===== src/design/dqfb_pkg.sv =====
// Shared types and constants for the DNS / NetBIOS name-query frame builder.
// Used by every module of the block; depends on nothing else.
package dqfb_pkg;

  // Configuration register indexes.
  localparam int CfgIdxW = 2;
  localparam logic [CfgIdxW-1:0] CFG_NAME_MODE    = 2'd0;
  localparam logic [CfgIdxW-1:0] CFG_QUERY_ID     = 2'd1;
  localparam logic [CfgIdxW-1:0] CFG_HEADER_FLAGS = 2'd2;

  // Register reset values.
  localparam logic        NAME_MODE_RST    = 1'b0;
  localparam logic [15:0] QUERY_ID_RST     = 16'h0001;
  localparam logic [15:0] HEADER_FLAGS_RST = 16'h0110;

  // Character constants.
  localparam logic [7:0] CH_DOT     = 8'h2e;
  localparam logic [7:0] CH_LOWER_A = 8'h61;
  localparam logic [7:0] CH_LOWER_Z = 8'h7a;
  localparam logic [7:0] CH_CASE    = 8'h20;
  localparam logic [7:0] CH_UPPER_A = 8'h41;
  localparam logic [7:0] CH_UPPER_C = 8'h43;
  localparam logic [7:0] NB_NAME_LEN = 8'h20;

  // NetBIOS names hold at most this many characters.
  localparam logic [3:0] NB_MAX_CHARS = 4'd15;

  // Sequencer index width and command queue depth.
  localparam int IdxW      = 6;
  localparam int QueueDepth = 4;
  localparam int QPtrW      = 2;
  localparam int QCntW      = 3;

  // Last header byte index (DNS, NetBIOS adds the name length byte).
  localparam logic [IdxW-1:0] HDR_LAST_DNS = 6'd11;
  localparam logic [IdxW-1:0] HDR_LAST_NB  = 6'd12;
  localparam logic [IdxW-1:0] TAIL_LAST_DNS = 6'd4;
  localparam logic [IdxW-1:0] TAIL_LAST_NB  = 6'd6;

  // Command kinds produced by the front end.
  typedef enum logic [2:0] {
    K_DNS_CHAR,
    K_DNS_DOT,
    K_DNS_END,
    K_NB_CHAR,
    K_NB_END
  } kind_t;

  // One classified input word.
  typedef struct packed {
    logic       hdr;
    kind_t      kind;
    logic [7:0] ch;
  } cmd_t;

  // One message byte from the sequencer to the packer.
  typedef struct packed {
    logic       vld;
    logic [7:0] data;
    logic       last;
    logic       fin;
    logic       ovf;
  } msg_byte_t;

  // Sequencer states.
  typedef enum logic [2:0] {
    S_IDLE,
    S_HDR,
    S_STORE,
    S_FLEN,
    S_FDATA,
    S_TAIL,
    S_NBC,
    S_PAD
  } seq_state_t;

endpackage


===== src/design/dqfb_front.sv =====
// Front end: accepts input words, drops null characters and classifies the rest.
// Depends on dqfb_pkg; feeds dqfb_queue.
module dqfb_front (
  input  logic            clk,
  input  logic            rst_n,
  input  logic            in_valid,
  output logic            in_stall,
  input  logic [7:0]      in_name_byte,
  input  logic            in_end_of_name,
  input  logic            name_mode,
  input  logic            q_full,
  output logic            push,
  output dqfb_pkg::cmd_t  push_cmd
);

  logic hsent_r;
  logic hsent_nxt;
  logic ignore;

  // A null character carries nothing and is dropped here.
  assign ignore   = !in_end_of_name && (in_name_byte == 8'h00);
  assign in_stall = q_full;
  assign push     = in_valid && !q_full && !ignore;

  // Classify the word by mode and character. Only NetBIOS names are uppercased.
  always_comb begin
    push_cmd.hdr = !hsent_r;
    push_cmd.ch  = in_name_byte;
    if (name_mode &&
        (in_name_byte inside {[dqfb_pkg::CH_LOWER_A:dqfb_pkg::CH_LOWER_Z]})) begin
      push_cmd.ch = in_name_byte - dqfb_pkg::CH_CASE;
    end
    if (in_end_of_name) begin
      push_cmd.kind = name_mode ? dqfb_pkg::K_NB_END : dqfb_pkg::K_DNS_END;
    end else if (name_mode) begin
      push_cmd.kind = dqfb_pkg::K_NB_CHAR;
    end else if (in_name_byte == dqfb_pkg::CH_DOT) begin
      push_cmd.kind = dqfb_pkg::K_DNS_DOT;
    end else begin
      push_cmd.kind = dqfb_pkg::K_DNS_CHAR;
    end
  end

  // The header goes out with the first word of a message.
  always_comb begin
    hsent_nxt = hsent_r;
    if (push) begin
      hsent_nxt = !in_end_of_name;
    end
  end

  always_ff @(posedge clk) begin
    if (!rst_n) begin
      hsent_r <= 1'b0;
    end else begin
      hsent_r <= hsent_nxt;
    end
  end

endmodule


===== src/design/dqfb_queue.sv =====
// Short command queue between the front end and the sequencer.
// Depends on dqfb_pkg for the command type and depth.
module dqfb_queue (
  input  logic            clk,
  input  logic            rst_n,
  input  logic            push,
  input  dqfb_pkg::cmd_t  push_cmd,
  output logic            full,
  input  logic            pop,
  output logic            vld,
  output dqfb_pkg::cmd_t  head
);

  dqfb_pkg::cmd_t                  slot_r [dqfb_pkg::QueueDepth];
  logic [dqfb_pkg::QPtrW-1:0]      wptr_r;
  logic [dqfb_pkg::QPtrW-1:0]      rptr_r;
  logic [dqfb_pkg::QCntW-1:0]      cnt_r;
  logic [dqfb_pkg::QPtrW-1:0]      wptr_nxt;
  logic [dqfb_pkg::QPtrW-1:0]      rptr_nxt;
  logic [dqfb_pkg::QCntW-1:0]      cnt_nxt;

  assign full = (cnt_r == dqfb_pkg::QCntW'(dqfb_pkg::QueueDepth));
  assign vld  = (cnt_r != '0);
  assign head = slot_r[rptr_r];

  // Pointer and fill count update.
  always_comb begin
    wptr_nxt = wptr_r;
    rptr_nxt = rptr_r;
    cnt_nxt  = cnt_r;
    if (push) begin
      wptr_nxt = wptr_r + 1'b1;
    end
    if (pop) begin
      rptr_nxt = rptr_r + 1'b1;
    end
    if (push && !pop) begin
      cnt_nxt = cnt_r + 1'b1;
    end else if (pop && !push) begin
      cnt_nxt = cnt_r - 1'b1;
    end
  end

  always_ff @(posedge clk) begin
    if (!rst_n) begin
      wptr_r <= '0;
      rptr_r <= '0;
      cnt_r  <= '0;
    end else begin
      wptr_r <= wptr_nxt;
      rptr_r <= rptr_nxt;
      cnt_r  <= cnt_nxt;
    end
  end

  // Slot storage.
  always_ff @(posedge clk) begin
    if (push) begin
      slot_r[wptr_r] <= push_cmd;
    end
  end

endmodule


===== src/design/dqfb_seq.sv =====
// Back end sequencer: runs commands, emits message bytes one per cycle on go.
// Holds the label memory and name state; depends on dqfb_pkg, feeds dqfb_pack.
module dqfb_seq #(
  parameter int LABEL_CAP = 63
) (
  input  logic                clk,
  input  logic                rst_n,
  input  logic                q_vld,
  input  dqfb_pkg::cmd_t      q_head,
  output logic                q_pop,
  input  logic [15:0]         query_id,
  input  logic [15:0]         header_flags,
  input  logic                go,
  output dqfb_pkg::msg_byte_t byte_o
);

  localparam int LenW  = $clog2(LABEL_CAP + 1);
  localparam int AddrW = $clog2(LABEL_CAP);

  dqfb_pkg::seq_state_t     state_r;
  dqfb_pkg::seq_state_t     state_nxt;
  dqfb_pkg::cmd_t           cmd_r;
  logic [dqfb_pkg::IdxW-1:0] idx_r;
  logic [dqfb_pkg::IdxW-1:0] idx_nxt;
  logic [dqfb_pkg::IdxW-1:0] idx_inc;
  logic [LenW-1:0]          len_r;
  logic [LenW-1:0]          len_nxt;
  logic [3:0]               nbc_r;
  logic [3:0]               nbc_nxt;
  logic                     ovf_r;
  logic                     ovf_nxt;
  logic [7:0]               label_mem [LABEL_CAP];
  logic [7:0]               rd_data_r;
  logic                     wr_en;
  logic                     rd_en;
  logic [AddrW-1:0]         rd_addr;
  logic                     nb;
  logic                     len_zero;
  logic                     nb_full;
  logic                     body_empty;
  logic                     label_done;
  logic [dqfb_pkg::IdxW-1:0] hdr_last;
  logic [dqfb_pkg::IdxW-1:0] tail_last;

  // Header byte at a given position.
  function automatic logic [7:0] hdr_byte(input logic [dqfb_pkg::IdxW-1:0] i,
                                          input logic [15:0] qid,
                                          input logic [15:0] flags);
    logic [7:0] b;
    case (i)
      6'd0:    b = qid[15:8];
      6'd1:    b = qid[7:0];
      6'd2:    b = flags[15:8];
      6'd3:    b = flags[7:0];
      6'd5:    b = 8'h01;
      6'd12:   b = dqfb_pkg::NB_NAME_LEN;
      default: b = 8'h00;
    endcase
    return b;
  endfunction

  // Closing bytes: NetBIOS final AA pair, then root label, type and class.
  function automatic logic [7:0] tail_byte(input logic is_nb,
                                           input logic [dqfb_pkg::IdxW-1:0] i);
    logic [7:0] b;
    b = 8'h00;
    if (is_nb) begin
      case (i)
        6'd0, 6'd1: b = dqfb_pkg::CH_UPPER_A;
        6'd4:       b = 8'h20;
        6'd6:       b = 8'h01;
        default:    b = 8'h00;
      endcase
    end else begin
      case (i)
        6'd2, 6'd4: b = 8'h01;
        default:    b = 8'h00;
      endcase
    end
    return b;
  endfunction

  // First body state of a command kind.
  function automatic dqfb_pkg::seq_state_t body_state(input dqfb_pkg::kind_t k);
    dqfb_pkg::seq_state_t s;
    case (k)
      dqfb_pkg::K_DNS_CHAR: s = dqfb_pkg::S_STORE;
      dqfb_pkg::K_DNS_DOT:  s = dqfb_pkg::S_FLEN;
      dqfb_pkg::K_DNS_END:  s = dqfb_pkg::S_FLEN;
      dqfb_pkg::K_NB_CHAR:  s = dqfb_pkg::S_NBC;
      dqfb_pkg::K_NB_END:   s = dqfb_pkg::S_PAD;
      default:              s = dqfb_pkg::S_IDLE;
    endcase
    return s;
  endfunction

  assign nb         = (cmd_r.kind == dqfb_pkg::K_NB_CHAR) ||
                      (cmd_r.kind == dqfb_pkg::K_NB_END);
  assign len_zero   = (len_r == '0);
  assign nb_full    = (nbc_r == dqfb_pkg::NB_MAX_CHARS);
  assign idx_inc    = idx_r + 1'b1;
  assign label_done = (idx_inc == dqfb_pkg::IdxW'(len_r));
  assign hdr_last   = nb ? dqfb_pkg::HDR_LAST_NB : dqfb_pkg::HDR_LAST_DNS;
  assign tail_last  = nb ? dqfb_pkg::TAIL_LAST_NB : dqfb_pkg::TAIL_LAST_DNS;
  assign q_pop      = (state_r == dqfb_pkg::S_IDLE) && q_vld;

  // The body adds no bytes when it only stores, flushes nothing or drops.
  assign body_empty = (cmd_r.kind == dqfb_pkg::K_DNS_CHAR) ||
                      ((cmd_r.kind == dqfb_pkg::K_DNS_DOT) && len_zero) ||
                      ((cmd_r.kind == dqfb_pkg::K_NB_CHAR) && nb_full);

  // Byte output for the current state.
  always_comb begin
    byte_o = '0;
    case (state_r)
      dqfb_pkg::S_HDR: begin
        byte_o.vld  = 1'b1;
        byte_o.data = hdr_byte(idx_r, query_id, header_flags);
        byte_o.last = (idx_r == hdr_last) && body_empty;
      end
      dqfb_pkg::S_FLEN: begin
        byte_o.vld  = !len_zero;
        byte_o.data = 8'(len_r);
      end
      dqfb_pkg::S_FDATA: begin
        byte_o.vld  = 1'b1;
        byte_o.data = rd_data_r;
        byte_o.last = label_done && (cmd_r.kind == dqfb_pkg::K_DNS_DOT);
      end
      dqfb_pkg::S_TAIL: begin
        byte_o.vld  = 1'b1;
        byte_o.data = tail_byte(nb, idx_r);
        byte_o.last = (idx_r == tail_last);
        byte_o.fin  = (idx_r == tail_last);
        byte_o.ovf  = (idx_r == tail_last) && ovf_r;
      end
      dqfb_pkg::S_NBC: begin
        byte_o.vld  = !nb_full;
        byte_o.data = idx_r[0] ? (dqfb_pkg::CH_UPPER_A + {4'h0, cmd_r.ch[3:0]})
                               : (dqfb_pkg::CH_UPPER_A + {4'h0, cmd_r.ch[7:4]});
        byte_o.last = idx_r[0];
      end
      dqfb_pkg::S_PAD: begin
        byte_o.vld  = !nb_full;
        byte_o.data = idx_r[0] ? dqfb_pkg::CH_UPPER_A : dqfb_pkg::CH_UPPER_C;
      end
      default: begin
        byte_o = '0;
      end
    endcase
  end

  // Next state and byte index.
  always_comb begin
    state_nxt = state_r;
    idx_nxt   = idx_r;
    case (state_r)
      dqfb_pkg::S_IDLE: begin
        if (q_vld) begin
          state_nxt = q_head.hdr ? dqfb_pkg::S_HDR : body_state(q_head.kind);
          idx_nxt   = '0;
        end
      end
      dqfb_pkg::S_HDR: begin
        if (go) begin
          if (idx_r == hdr_last) begin
            state_nxt = body_state(cmd_r.kind);
            idx_nxt   = '0;
          end else begin
            idx_nxt = idx_inc;
          end
        end
      end
      dqfb_pkg::S_STORE: begin
        state_nxt = dqfb_pkg::S_IDLE;
      end
      dqfb_pkg::S_FLEN: begin
        if (len_zero) begin
          state_nxt = (cmd_r.kind == dqfb_pkg::K_DNS_END) ? dqfb_pkg::S_TAIL
                                                          : dqfb_pkg::S_IDLE;
          idx_nxt   = '0;
        end else if (go) begin
          state_nxt = dqfb_pkg::S_FDATA;
          idx_nxt   = '0;
        end
      end
      dqfb_pkg::S_FDATA: begin
        if (go) begin
          if (label_done) begin
            state_nxt = (cmd_r.kind == dqfb_pkg::K_DNS_END) ? dqfb_pkg::S_TAIL
                                                            : dqfb_pkg::S_IDLE;
            idx_nxt   = '0;
          end else begin
            idx_nxt = idx_inc;
          end
        end
      end
      dqfb_pkg::S_TAIL: begin
        if (go) begin
          if (idx_r == tail_last) begin
            state_nxt = dqfb_pkg::S_IDLE;
            idx_nxt   = '0;
          end else begin
            idx_nxt = idx_inc;
          end
        end
      end
      dqfb_pkg::S_NBC: begin
        if (nb_full) begin
          state_nxt = dqfb_pkg::S_IDLE;
        end else if (go) begin
          if (idx_r[0]) begin
            state_nxt = dqfb_pkg::S_IDLE;
            idx_nxt   = '0;
          end else begin
            idx_nxt = idx_inc;
          end
        end
      end
      dqfb_pkg::S_PAD: begin
        if (nb_full) begin
          state_nxt = dqfb_pkg::S_TAIL;
          idx_nxt   = '0;
        end else if (go) begin
          idx_nxt = idx_inc;
        end
      end
      default: begin
        state_nxt = dqfb_pkg::S_IDLE;
        idx_nxt   = '0;
      end
    endcase
  end

  // Name state, label memory writes and prefetch reads.
  always_comb begin
    len_nxt = len_r;
    nbc_nxt = nbc_r;
    ovf_nxt = ovf_r;
    wr_en   = 1'b0;
    rd_en   = 1'b0;
    rd_addr = '0;
    case (state_r)
      dqfb_pkg::S_STORE: begin
        if (len_r < LenW'(LABEL_CAP)) begin
          wr_en   = 1'b1;
          len_nxt = len_r + 1'b1;
        end else begin
          ovf_nxt = 1'b1;
        end
      end
      dqfb_pkg::S_FLEN: begin
        rd_en = go && !len_zero;
      end
      dqfb_pkg::S_FDATA: begin
        if (go) begin
          if (label_done) begin
            len_nxt = '0;
          end else begin
            rd_en   = 1'b1;
            rd_addr = AddrW'(idx_inc);
          end
        end
      end
      dqfb_pkg::S_TAIL: begin
        if (go && (idx_r == tail_last)) begin
          len_nxt = '0;
          nbc_nxt = '0;
          ovf_nxt = 1'b0;
        end
      end
      dqfb_pkg::S_NBC: begin
        if (nb_full) begin
          ovf_nxt = 1'b1;
        end else if (go && idx_r[0]) begin
          nbc_nxt = nbc_r + 1'b1;
        end
      end
      dqfb_pkg::S_PAD: begin
        if (!nb_full && go && idx_r[0]) begin
          nbc_nxt = nbc_r + 1'b1;
        end
      end
      default: begin
        len_nxt = len_r;
      end
    endcase
  end

  always_ff @(posedge clk) begin
    if (!rst_n) begin
      state_r <= dqfb_pkg::S_IDLE;
      idx_r   <= '0;
      len_r   <= '0;
      nbc_r   <= '0;
      ovf_r   <= 1'b0;
    end else begin
      state_r <= state_nxt;
      idx_r   <= idx_nxt;
      len_r   <= len_nxt;
      nbc_r   <= nbc_nxt;
      ovf_r   <= ovf_nxt;
    end
  end

  // Current command register.
  always_ff @(posedge clk) begin
    if (q_pop) begin
      cmd_r <= q_head;
    end
  end

  // Label memory: one write and one registered read port.
  always_ff @(posedge clk) begin
    if (wr_en) begin
      label_mem[len_r[AddrW-1:0]] <= cmd_r.ch;
    end
    if (rd_en) begin
      rd_data_r <= label_mem[rd_addr];
    end
  end

endmodule


===== src/design/dqfb_pack.sv =====
// Output packer: pairs message bytes of one word and holds the result register.
// Depends on dqfb_pkg; driven by dqfb_seq.
module dqfb_pack (
  input  logic                clk,
  input  logic                rst_n,
  input  dqfb_pkg::msg_byte_t byte_i,
  output logic                go,
  output logic                out_valid,
  input  logic                out_stall,
  output logic [7:0]          out_first_byte,
  output logic [7:0]          out_second_byte,
  output logic                out_pair_valid,
  output logic                out_message_end,
  output logic                out_label_overflow
);

  logic       hold_vld_r;
  logic       hold_vld_nxt;
  logic [7:0] hold_r;
  logic       out_vld_r;
  logic       out_vld_nxt;
  logic       emit;
  logic       load_ok;
  logic       load;

  // A word is sent when a pair is complete or the item ends on an odd byte.
  assign emit    = byte_i.vld && (hold_vld_r || byte_i.last);
  assign load_ok = !out_vld_r || !out_stall;
  assign go      = !emit || load_ok;
  assign load    = emit && load_ok;

  assign out_valid = out_vld_r;

  always_comb begin
    hold_vld_nxt = hold_vld_r;
    if (byte_i.vld && go) begin
      hold_vld_nxt = !emit;
    end
    out_vld_nxt = out_vld_r;
    if (load) begin
      out_vld_nxt = 1'b1;
    end else if (!out_stall) begin
      out_vld_nxt = 1'b0;
    end
  end

  always_ff @(posedge clk) begin
    if (!rst_n) begin
      hold_vld_r <= 1'b0;
      out_vld_r  <= 1'b0;
    end else begin
      hold_vld_r <= hold_vld_nxt;
      out_vld_r  <= out_vld_nxt;
    end
  end

  // Held byte and result payload.
  always_ff @(posedge clk) begin
    if (byte_i.vld && go && !emit) begin
      hold_r <= byte_i.data;
    end
    if (load) begin
      out_first_byte     <= hold_vld_r ? hold_r : byte_i.data;
      out_second_byte    <= hold_vld_r ? byte_i.data : 8'h00;
      out_pair_valid     <= hold_vld_r;
      out_message_end    <= byte_i.fin;
      out_label_overflow <= byte_i.ovf;
    end
  end

endmodule


===== src/design/dns_query_frame_builder.sv =====
// DNS / NetBIOS name-query frame builder, top level.
// Holds the configuration registers and connects front end, queue, sequencer and packer.
// Depends on dqfb_pkg and all dqfb_* modules.
//
// Usage: feed a host name one character per input word (in_valid/in_stall),
// closed by a word with in_end_of_name set. Null characters are dropped.
// Each result word (out_valid/out_stall) carries one or two message bytes:
// first the 12-byte header (NetBIOS adds the 0x20 length byte), then the
// encoded name, the root byte, type and class. out_message_end marks the
// word with the class byte; out_label_overflow there reports dropped chars.
// Configuration (cfg_we, cfg_index, cfg_wdata) is to be written while idle;
// the block itself does not enforce this. Timing: an input word enters a
// 4-deep command queue. The sequencer takes a command in its idle state,
// then emits its message bytes one per cycle unless the packer stalls it;
// a step that sends nothing has its own state: storing a DNS character, an
// empty label, a character past a full NetBIOS name, or the end of the
// padding. A dot flushes the buffered label at one byte per cycle when not
// stalled, set by the single read port of the label memory. When the
// receiver stalls, the output register holds, the sequencer pauses once it
// has a word to send, and the queue keeps taking words until full, then
// in_stall rises.
// Reset restores the register defaults and empties queue and name state;
// the label memory is not cleared (it is read only after being written).
module dns_query_frame_builder #(
  parameter int LABEL_MAX = 63
) (
  input  logic                         clk,
  input  logic                         rst_n,
  input  logic                         in_valid,
  output logic                         in_stall,
  input  logic [7:0]                   in_name_byte,
  input  logic                         in_end_of_name,
  output logic                         out_valid,
  input  logic                         out_stall,
  output logic [7:0]                   out_first_byte,
  output logic [7:0]                   out_second_byte,
  output logic                         out_pair_valid,
  output logic                         out_message_end,
  output logic                         out_label_overflow,
  input  logic                         cfg_we,
  input  logic [dqfb_pkg::CfgIdxW-1:0] cfg_index,
  input  logic [15:0]                  cfg_wdata
);

  localparam int LabelCap = (LABEL_MAX < 63) ? LABEL_MAX : 63;

  logic                name_mode_r;
  logic [15:0]         query_id_r;
  logic [15:0]         header_flags_r;
  logic                push;
  dqfb_pkg::cmd_t      push_cmd;
  logic                q_full;
  logic                q_pop;
  logic                q_vld;
  dqfb_pkg::cmd_t      q_head;
  logic                go;
  dqfb_pkg::msg_byte_t msg_byte;

  // Configuration registers.
  always_ff @(posedge clk) begin
    if (!rst_n) begin
      name_mode_r    <= dqfb_pkg::NAME_MODE_RST;
      query_id_r     <= dqfb_pkg::QUERY_ID_RST;
      header_flags_r <= dqfb_pkg::HEADER_FLAGS_RST;
    end else if (cfg_we) begin
      case (cfg_index)
        dqfb_pkg::CFG_NAME_MODE:    name_mode_r    <= cfg_wdata[0];
        dqfb_pkg::CFG_QUERY_ID:     query_id_r     <= cfg_wdata;
        dqfb_pkg::CFG_HEADER_FLAGS: header_flags_r <= cfg_wdata;
        default:                    name_mode_r    <= name_mode_r;
      endcase
    end
  end

  dqfb_front u_front (
    .clk            (clk),
    .rst_n          (rst_n),
    .in_valid       (in_valid),
    .in_stall       (in_stall),
    .in_name_byte   (in_name_byte),
    .in_end_of_name (in_end_of_name),
    .name_mode      (name_mode_r),
    .q_full         (q_full),
    .push           (push),
    .push_cmd       (push_cmd)
  );

  dqfb_queue u_queue (
    .clk      (clk),
    .rst_n    (rst_n),
    .push     (push),
    .push_cmd (push_cmd),
    .full     (q_full),
    .pop      (q_pop),
    .vld      (q_vld),
    .head     (q_head)
  );

  dqfb_seq #(
    .LABEL_CAP (LabelCap)
  ) u_seq (
    .clk          (clk),
    .rst_n        (rst_n),
    .q_vld        (q_vld),
    .q_head       (q_head),
    .q_pop        (q_pop),
    .query_id     (query_id_r),
    .header_flags (header_flags_r),
    .go           (go),
    .byte_o       (msg_byte)
  );

  dqfb_pack u_pack (
    .clk                (clk),
    .rst_n              (rst_n),
    .byte_i             (msg_byte),
    .go                 (go),
    .out_valid          (out_valid),
    .out_stall          (out_stall),
    .out_first_byte     (out_first_byte),
    .out_second_byte    (out_second_byte),
    .out_pair_valid     (out_pair_valid),
    .out_message_end    (out_message_end),
    .out_label_overflow (out_label_overflow)
  );

endmodule

===== config.mk =====
export PLATFORM = sky130hd
export DESIGN_NAME = dns_query_frame_builder
export DESIGN_NICKNAME = d
export VERILOG_FILES = /design/src/design/dqfb_pkg.sv /design/src/design/dqfb_front.sv /design/src/design/dqfb_queue.sv /design/src/design/dqfb_seq.sv /design/src/design/dqfb_pack.sv /design/src/design/dns_query_frame_builder.sv
export SDC_FILE = /design/constraint.sdc
export NUM_CORES = 1
export LEC_CHECK = 0
export BUFFER_PORTS_ARGS = -buffer_cell sky130_fd_sc_hd__buf_2
export CAP_MARGIN = 20
export CORE_MARGIN = 4
export CORE_UTILIZATION = 50
export DETAILED_ROUTE_END_ITERATION = 10
export HOLD_SLACK_MARGIN = 0.05
export PLACE_DENSITY = 0.69
export SKIP_LAST_GASP = 1
export SYNTH_ARGS = -nofsm -noshare
export SYNTH_HDL_FRONTEND = slang
export SYNTH_SLANG_ARGS = --single-unit

===== constraint.sdc =====
create_clock -name clk -period 5.7 [get_ports clk]
set_clock_uncertainty 0.05 [all_clocks]
set_input_delay 0 -clock clk [delete_from_list [all_inputs] [get_ports clk]]
set_output_delay 0 -clock clk [all_outputs]
set_load 0.03 [all_outputs]

# After elaboration in Yosys (flattened, before gate mapping)
# Memory sizes are Yosys's and may differ from the RTL's. A register that Yosys moved wholly into a read port is not among the register bits.
# Index checks and enable logic that the tools add are counted.
# W data, S select, Z words.
[op_classes]
n_mux = 80
n_addsub = 10
n_reduce_logical = 64
eq_ne = 51
magnitude_cmp = 3
[op_table]
columns = ["cell", "n"]
rows = [
  ["$mux W6", 20],
  ["$mux W3", 21],
  ["$pmux W9 S6", 1],
  ["$pmux W8 S6", 1],
  ["$pmux W6 S7", 1],
  ["$ne A2 B1 Y1 const B", 15],
  ["$mux W8", 3],
  ["$pmux W3 S4", 2],
  ["$pmux W3 S8", 1],
  ["$logic_and A1 B1 Y1", 22],
  ["$eq A3 B3 Y1 const B", 7],
  ["$pmux W7 S3", 1],
  ["$eq A3 B2 Y1 const B", 6],
  ["$eq A6 B3 Y1 const B", 3],
  ["$eq A6 B6 Y1", 3],
  ["$pmux W6 S3", 1],
  ["$add A7 B4 Y8 const A", 2],
  ["$mux W4", 4],
  ["$mux W1", 15],
  ["$add A6 B1 Y6 const B", 2],
  ["$eq A6 B2 Y1 const B", 2],
  ["$logic_not A6 Y1", 2],
  ["$ne A3 B1 Y1 const B", 4],
  ["$pmux W4 S3", 1],
  ["35 further kinds", 68],
]
[totals]
out_inout_bits = 21
ram_bits = 552
memories = 2
reg_bits = 101
in_bits = 32
[mem_list]
columns = ["name", "words", "width", "rd", "rd_clocked_by_memory_dff", "write_ports", "line_no", "text"]
rows = [
  ["u_seq.label_mem", 63, 8, 1, 1, 1, "dqfb_seq.sv:32", "logic [7:0] label_mem [LABEL_CAP];"],
  ["u_queue.slot_r", 4, 12, 1, 1, 1, "dqfb_queue.sv:14", "dqfb_pkg::cmd_t slot_r [dqfb_pkg::QueueDepth];"],
]

# Logic depth before layout (Yosys ltp)
[logic_depth]
word_depth = 14
mapped_depth = 19
depth_no_buf = 11

# By module
# From an unflattened synthesis, not the netlist that was laid out.
[unflattened]
cells_unflattened = 2144
hier_area_um2 = 28489.8
[modules_own_cells]
columns = ["module", "instances", "cells_each", "area_each_um2"]
rows = [
  ["dqfb_seq", 1, 1816, 23663.9],
  ["dqfb_queue", 1, 105, 2182.1],
  ["dns_query_frame_builder", 1, 132, 1306.3],
  ["dqfb_pack", 1, 57, 1074.8],
  ["dqfb_front", 1, 34, 262.8],
]

# Worst setup path after synthesis
# Ideal clock, no wire load.
[synth_timing]
kind = "reg-to-reg"
from = "reg u_seq.idx_r[0] (netlist name)"
to = "reg u_pack.out_first_byte[0] (enable)"
path_stages_with_launch = 14
t_required_ps = 5255
setup_time_ps = 395
setup_slack_ps = 1364
synth_period_minus_slack_ps = 4336
arrival_time_ps = 3891
cell_sequence = "dfxtp_1 -> buf_2 -> inv_1 -> clkbuf_1 -> clkbuf_1 -> clkbuf_1 -> ha_1 -> buf_2 -> xor2_1 -> nor2_1 -> nand4b_1 -> nor4_1 -> o21ai_0 -> nor2_1"
[synth_via]
elab_chain_cells = 7
word_cells_on_any_way = 10
[synth_lines]
columns = ["element", "line_no", "text"]
rows = [
  ["start, declared", "dqfb_seq.sv:23", "logic [dqfb_pkg::IdxW-1:0] idx_r;"],
  ["start signal, assigned", "dqfb_seq.sv:299", "idx_r <= idx_nxt;"],
  ["$add A6 B1 Y6", "dqfb_seq.sv:101", "assign idx_inc = idx_r + 1'b1;"],
  ["$eq A6 B6 Y1", "dqfb_seq.sv:102", "assign label_done = (idx_inc == dqfb_pkg::IdxW'(len_r));"],
  ["$logic_and A1 B1 Y1", "dqfb_seq.sv:128", "byte_o.last = label_done && (cmd_r.kind == dqfb_pkg::K_DNS_DOT);"],
  ["$pmux W1 S4 *", "dqfb_seq.sv:115", "case (state_r)"],
  ["$logic_or A1 B1 Y1 *", "dqfb_pack.sv:27", "assign emit = byte_i.vld && (hold_vld_r || byte_i.last);"],
  ["$logic_and A1 B1 Y1 *", "dqfb_pack.sv:27", ""],
  ["$logic_and A1 B1 Y1 *", "dqfb_pack.sv:30", "assign load = emit && load_ok;"],
  ["via u_pack.load", "dqfb_pack.sv:24", "logic load;"],
  ["end signal, assigned", "dqfb_pack.sv:63", "out_first_byte <= hold_vld_r ? hold_r : byte_i.data;"],
  ["end, declared", "dqfb_pack.sv:10", "output logic [7:0] out_first_byte,"],
]
# Mark *: on every way through the listed nets, which the timed path passes. The rest lies on a longest branch.
# A chain may end at the register's enable or synchronous reset.

# Worst setup path after layout
[layout_timing]
from = "reg u_seq.idx_r[0] (netlist name)"
to = "reg u_seq.rd_data_r[5], read port of u_seq.label_mem, data pin"
[layout_via]
elab_chain_cells = 10
word_cells_on_any_way = 18
[layout_lines]
columns = ["element", "line_no", "text"]
rows = [
  ["$add A6 B1 Y6", "dqfb_seq.sv:101", ""],
  ["$eq A6 B6 Y1", "dqfb_seq.sv:102", ""],
  ["$logic_and A1 B1 Y1", "dqfb_seq.sv:128", ""],
  ["$pmux W1 S4", "dqfb_seq.sv:115", ""],
  ["$logic_or A1 B1 Y1", "dqfb_pack.sv:27", ""],
  ["$logic_and A1 B1 Y1", "dqfb_pack.sv:27", ""],
  ["$logic_not A1 Y1", "dqfb_pack.sv:29", "assign go = !emit || load_ok;"],
  ["$logic_or A1 B1 Y1", "dqfb_pack.sv:29", ""],
  ["$mux W1 (tied with other cells)", "dqfb_seq.sv:256", "if (go) begin"],
  ["$pmux W1 S2 / $mux W6 (equally long branches)", "dqfb_seq.sv:243", "case (state_r)"],
  ["end, declared", "dqfb_seq.sv:33", "logic [7:0] rd_data_r;"],
]
# Several ways; a longest one is shown, not always the timed one.

==> flow_summary.ini <==
[status]
outcome = completed

[critical_path]
crit_type = reg -> reg
r2r_cells = 12
regToRegEndpoint = u_seq.rd_data_r[5]$_DFFE_PP_
critPathCaptureType = register
cp_data_arrival_time_ns = 4.93
worstPathMaxFanout = 37
reg2reg_slack_ns = 1.06
worstPathRequired_ns = 5.99
rr_startpoint = u_seq.idx_r[0]$_SDFFE_PN0P_
critPathLaunchType = register

[die]
die_h_um = 243.6
coreArea_um2 = 54990
pin_count = 53
rows = 86
start_util_pct = 50.48
die_w_um = 243.6
dieArea_um2 = 59350

[drt]
routedWlPerCell_um = 26.08
num_vias = 18119
drc = 0
viasPerCell = 6.353
drtIter0Drc = 2390
postRouteAntennaNets = 0
firstDrtPassIters = 8
drt_wl_total_mm = 74.37

[clock_tree]
cts_tree = done
cts_made_buffers = 67
holdBufCountCts = 46
postCtsResizedCells = 0
cts-root-buf = clkbuf_16
clk_path_buf_depth = 3
clock_latency_ns = 0.60
cts_setup_buffers = 0
clkTransAtPathRegs_ns = 0.07
cts.sinks = 663
htreeDepth = 3

[yosys]
synth_xor_area_share_pct = 0.9961
synthAdderAreaFrac_pct = 0.7482
synthSimpleGateAreaFrac_pct = 8.519
synthTopCellsByCount = 598 x edfxtp_1, 178 x nand2_1, 146 x nor2_1, 87 x mux2i_1, 79 x o21ai_0
synth_top_family_by_area = compound AO/OA/AOI/OAI gates
synth_flop_cell = edfxtp_1
yosysTopAreaCell = edfxtp_1
synthCells = 1970
seq_area_frac_synth_pct = 69.38
syn_area_um2 = 27760
synthMuxAreaShare_pct = 6.504
synth.top_cell.area_share_pct = 64.69
synth_edf_count = 598
syn_avg_cell_area_um2 = 14.09
synth_seq_cells = 663
synth_compound_area_share_pct = 11.82
ys_warn_count = 0
synth_nets = 2018
synth.most_common_cell = edfxtp_1
synth_cell_type_count = 81
ys_async_sr_fraction_pct = 0
synthTopCellsByArea = edfxtp_1 65%, dfxtp_1 4.7%, mux2i_1 3.1%

[cells_and_area]
fin_nets = 2102
area_delta_synth_final_pct = 13.24
drive_gt1_share_pct = 12.79
utilization_pct = 57.17
diodes = 0

[global_routing]
grt_pass1_vias = 17524
grt_pass1_wl_mm = 111.3
overflow = 0
grt_usage_pct = 24.71
antenna_found_initial = 0
grt_max_degree = 129

[placed_design]
port_buffers = 52
gp_congestion = 0.9782
hpwlAfterDp_mm = 45.81

[pwr]
power_density_nw_per_um2 = 462.3
p_leak_nw = 10.10
ir_worst_vdd_mv = 0.4747

[hold_path]
min_path_cells = 4
hold_end = header_flags_r[3]$_SDFFE_PN0P_
hold_path.startpoint = cfg_wdata[3]
hold_path_class = in -> reg

[run]
cap_violations = 0

[timing]
period_needed_ns = 4.640
hold_viol = 0
worst_pin_slew_ns = 1.069
setup_viol_count_final = 0
timing.fmax_mhz = 215.5
fin_setup_tns_ns = 0
finalCritPeriodShare_pct = 81.41
maxSlewHeadroom_pct = 28.53
rsz0062_at_grt = no
maxSlewViolCount = 0
## worst max path at each step
stage	end	startpoint
after floorplan	u_pack.out_first_byte[0]$_DFFE_PP_	u_seq.idx_r[0]$_SDFFE_PN0P_
after global placement	u_seq.rd_data_r[6]$_DFFE_PP_	u_seq.len_r[5]$_SDFFE_PN0P_
after detailed placement	u_seq.rd_data_r[5]$_DFFE_PP_	u_seq.idx_r[0]$_SDFFE_PN0P_
after CTS	u_seq.rd_data_r[5]$_DFFE_PP_	u_seq.idx_r[0]$_SDFFE_PN0P_
after global routing	u_seq.rd_data_r[5]$_DFFE_PP_	u_seq.idx_r[0]$_SDFFE_PN0P_
final	u_seq.rd_data_r[5]$_DFFE_PP_	u_seq.idx_r[0]$_SDFFE_PN0P_
## registers in the layout (all words and copies together) (netlist names), 3 cells and up, named ones only
| signal | cells |
|---|---|
| u_seq.label_mem | 504 |
| u_queue.slot_r | 48 |
| header_flags_r | 16 |
| query_id_r | 16 |
| u_seq.cmd_r | 11 |
| u_pack.hold_r | 8 |
| u_pack.out_first_byte | 8 |
| u_pack.out_second_byte | 8 |
| u_seq.rd_data_r | 8 |
| u_seq.idx_r | 6 |
| u_seq.len_r | 6 |
| u_seq.nbc_r | 4 |
| u_queue.cnt_r | 3 |
| u_seq.state_r | 3 |
## cell families after synthesis
group | after synthesis
compound gates | 467
fa+ha+maj | 16
flops | 663
buf+inv | 141
xor+xnor | 29
mux | 141
simple gates | 513
## power by group
group          total [mW]  switching, mW  internal (mW)
registers            6.22          0.202           6.02
logic                3.93           2.70           1.23
clock network        4.38           1.85           2.53
total                14.5           4.75           9.78
## per-layer routing
layer / global-route usage, % / vias to the layer above / wire [um]
met3: 5.360 / 213 / 7345
met5: 0 / - / 0
met4: 9.148 / 0 / 2771
li1: - / 7842 / -
met2: 38.45 / 1095 / 34040
met1: 34.66 / 8969 / 30210
## placed cells by master (no fill, tap or decap), types with 10 or more instances in the layout
cell type / n
a31oi_1: 12
o211ai_1: 17
o31ai_1: 14
nor2b_1: 25
o21ai_0: 79
mux2i_1: 87
a22oi_1: 31
ha_1: 14
nand3_1: 40
clkbuf_1: 13
a211oi_1: 31
dlygate4sd3_1: 46
inv_1: 19
mux2_2: 25
xnor2_1: 18
nand4_1: 18
o311ai_0: 10
buf_4: 35
or3_1: 13
nand2_1: 178
edfxtp_1: 598
clkbuf_16: 69
o22ai_1: 55
o221ai_1: 11
nor3_1: 23
and2_1: 25
nor2_1: 145
mux4_2: 29
buf_2: 53
dfxtp_1: 64
a21oi_1: 60
a221oi_1: 14
a21boi_0: 36
## critical path: stages (launching register included)
cell	delay, ns
dfxtp_4	0.66
ha_1	0.35
xnor2_2	0.13
buf_4	0.36
xnor2_1	0.16
nand4b_1	0.20
o21ai_1	0.28
a211oi_4	0.99
buf_4	0.40
a21o_1	0.15
o311ai_0	0.20
o211ai_1	0.27
nand4_1	0.15
## final cells by class
| type | instances | area (um2) |
|---|---|---|
| Timing Repair Buffer | 135 | 1008 |
| Tap cell | 748 | 935.9 |
| Inverter | 21 | 78.83 |
| Clock inverter | 32 | 324.1 |
| Sequential cell | 663 | 19260 |
| Fill cell | 4245 | 23550 |
| Multi-Input combinational cell | 1166 | 7980 |
| Clock buffer | 87 | 1844 |
## metrics by stage
step	worst slack (ns)	instance area, um2	hold WS (ns)	power, mW	instances
after floorplan	1.364	27760	0.04887	8.773	1970
after global placement	1.378	28800	0.1901	10.08	2686
after global routing	0.8896	31430	0.1540	15.07	2852
after detailed placement	1.222	28810	0.1969	10.16	2687
after CTS	1.232	31430	0.1336	14.52	2852
final	1.060	31430	0.1613	14.53	2852
Note: power is estimated with default switching activity, not from simulation.
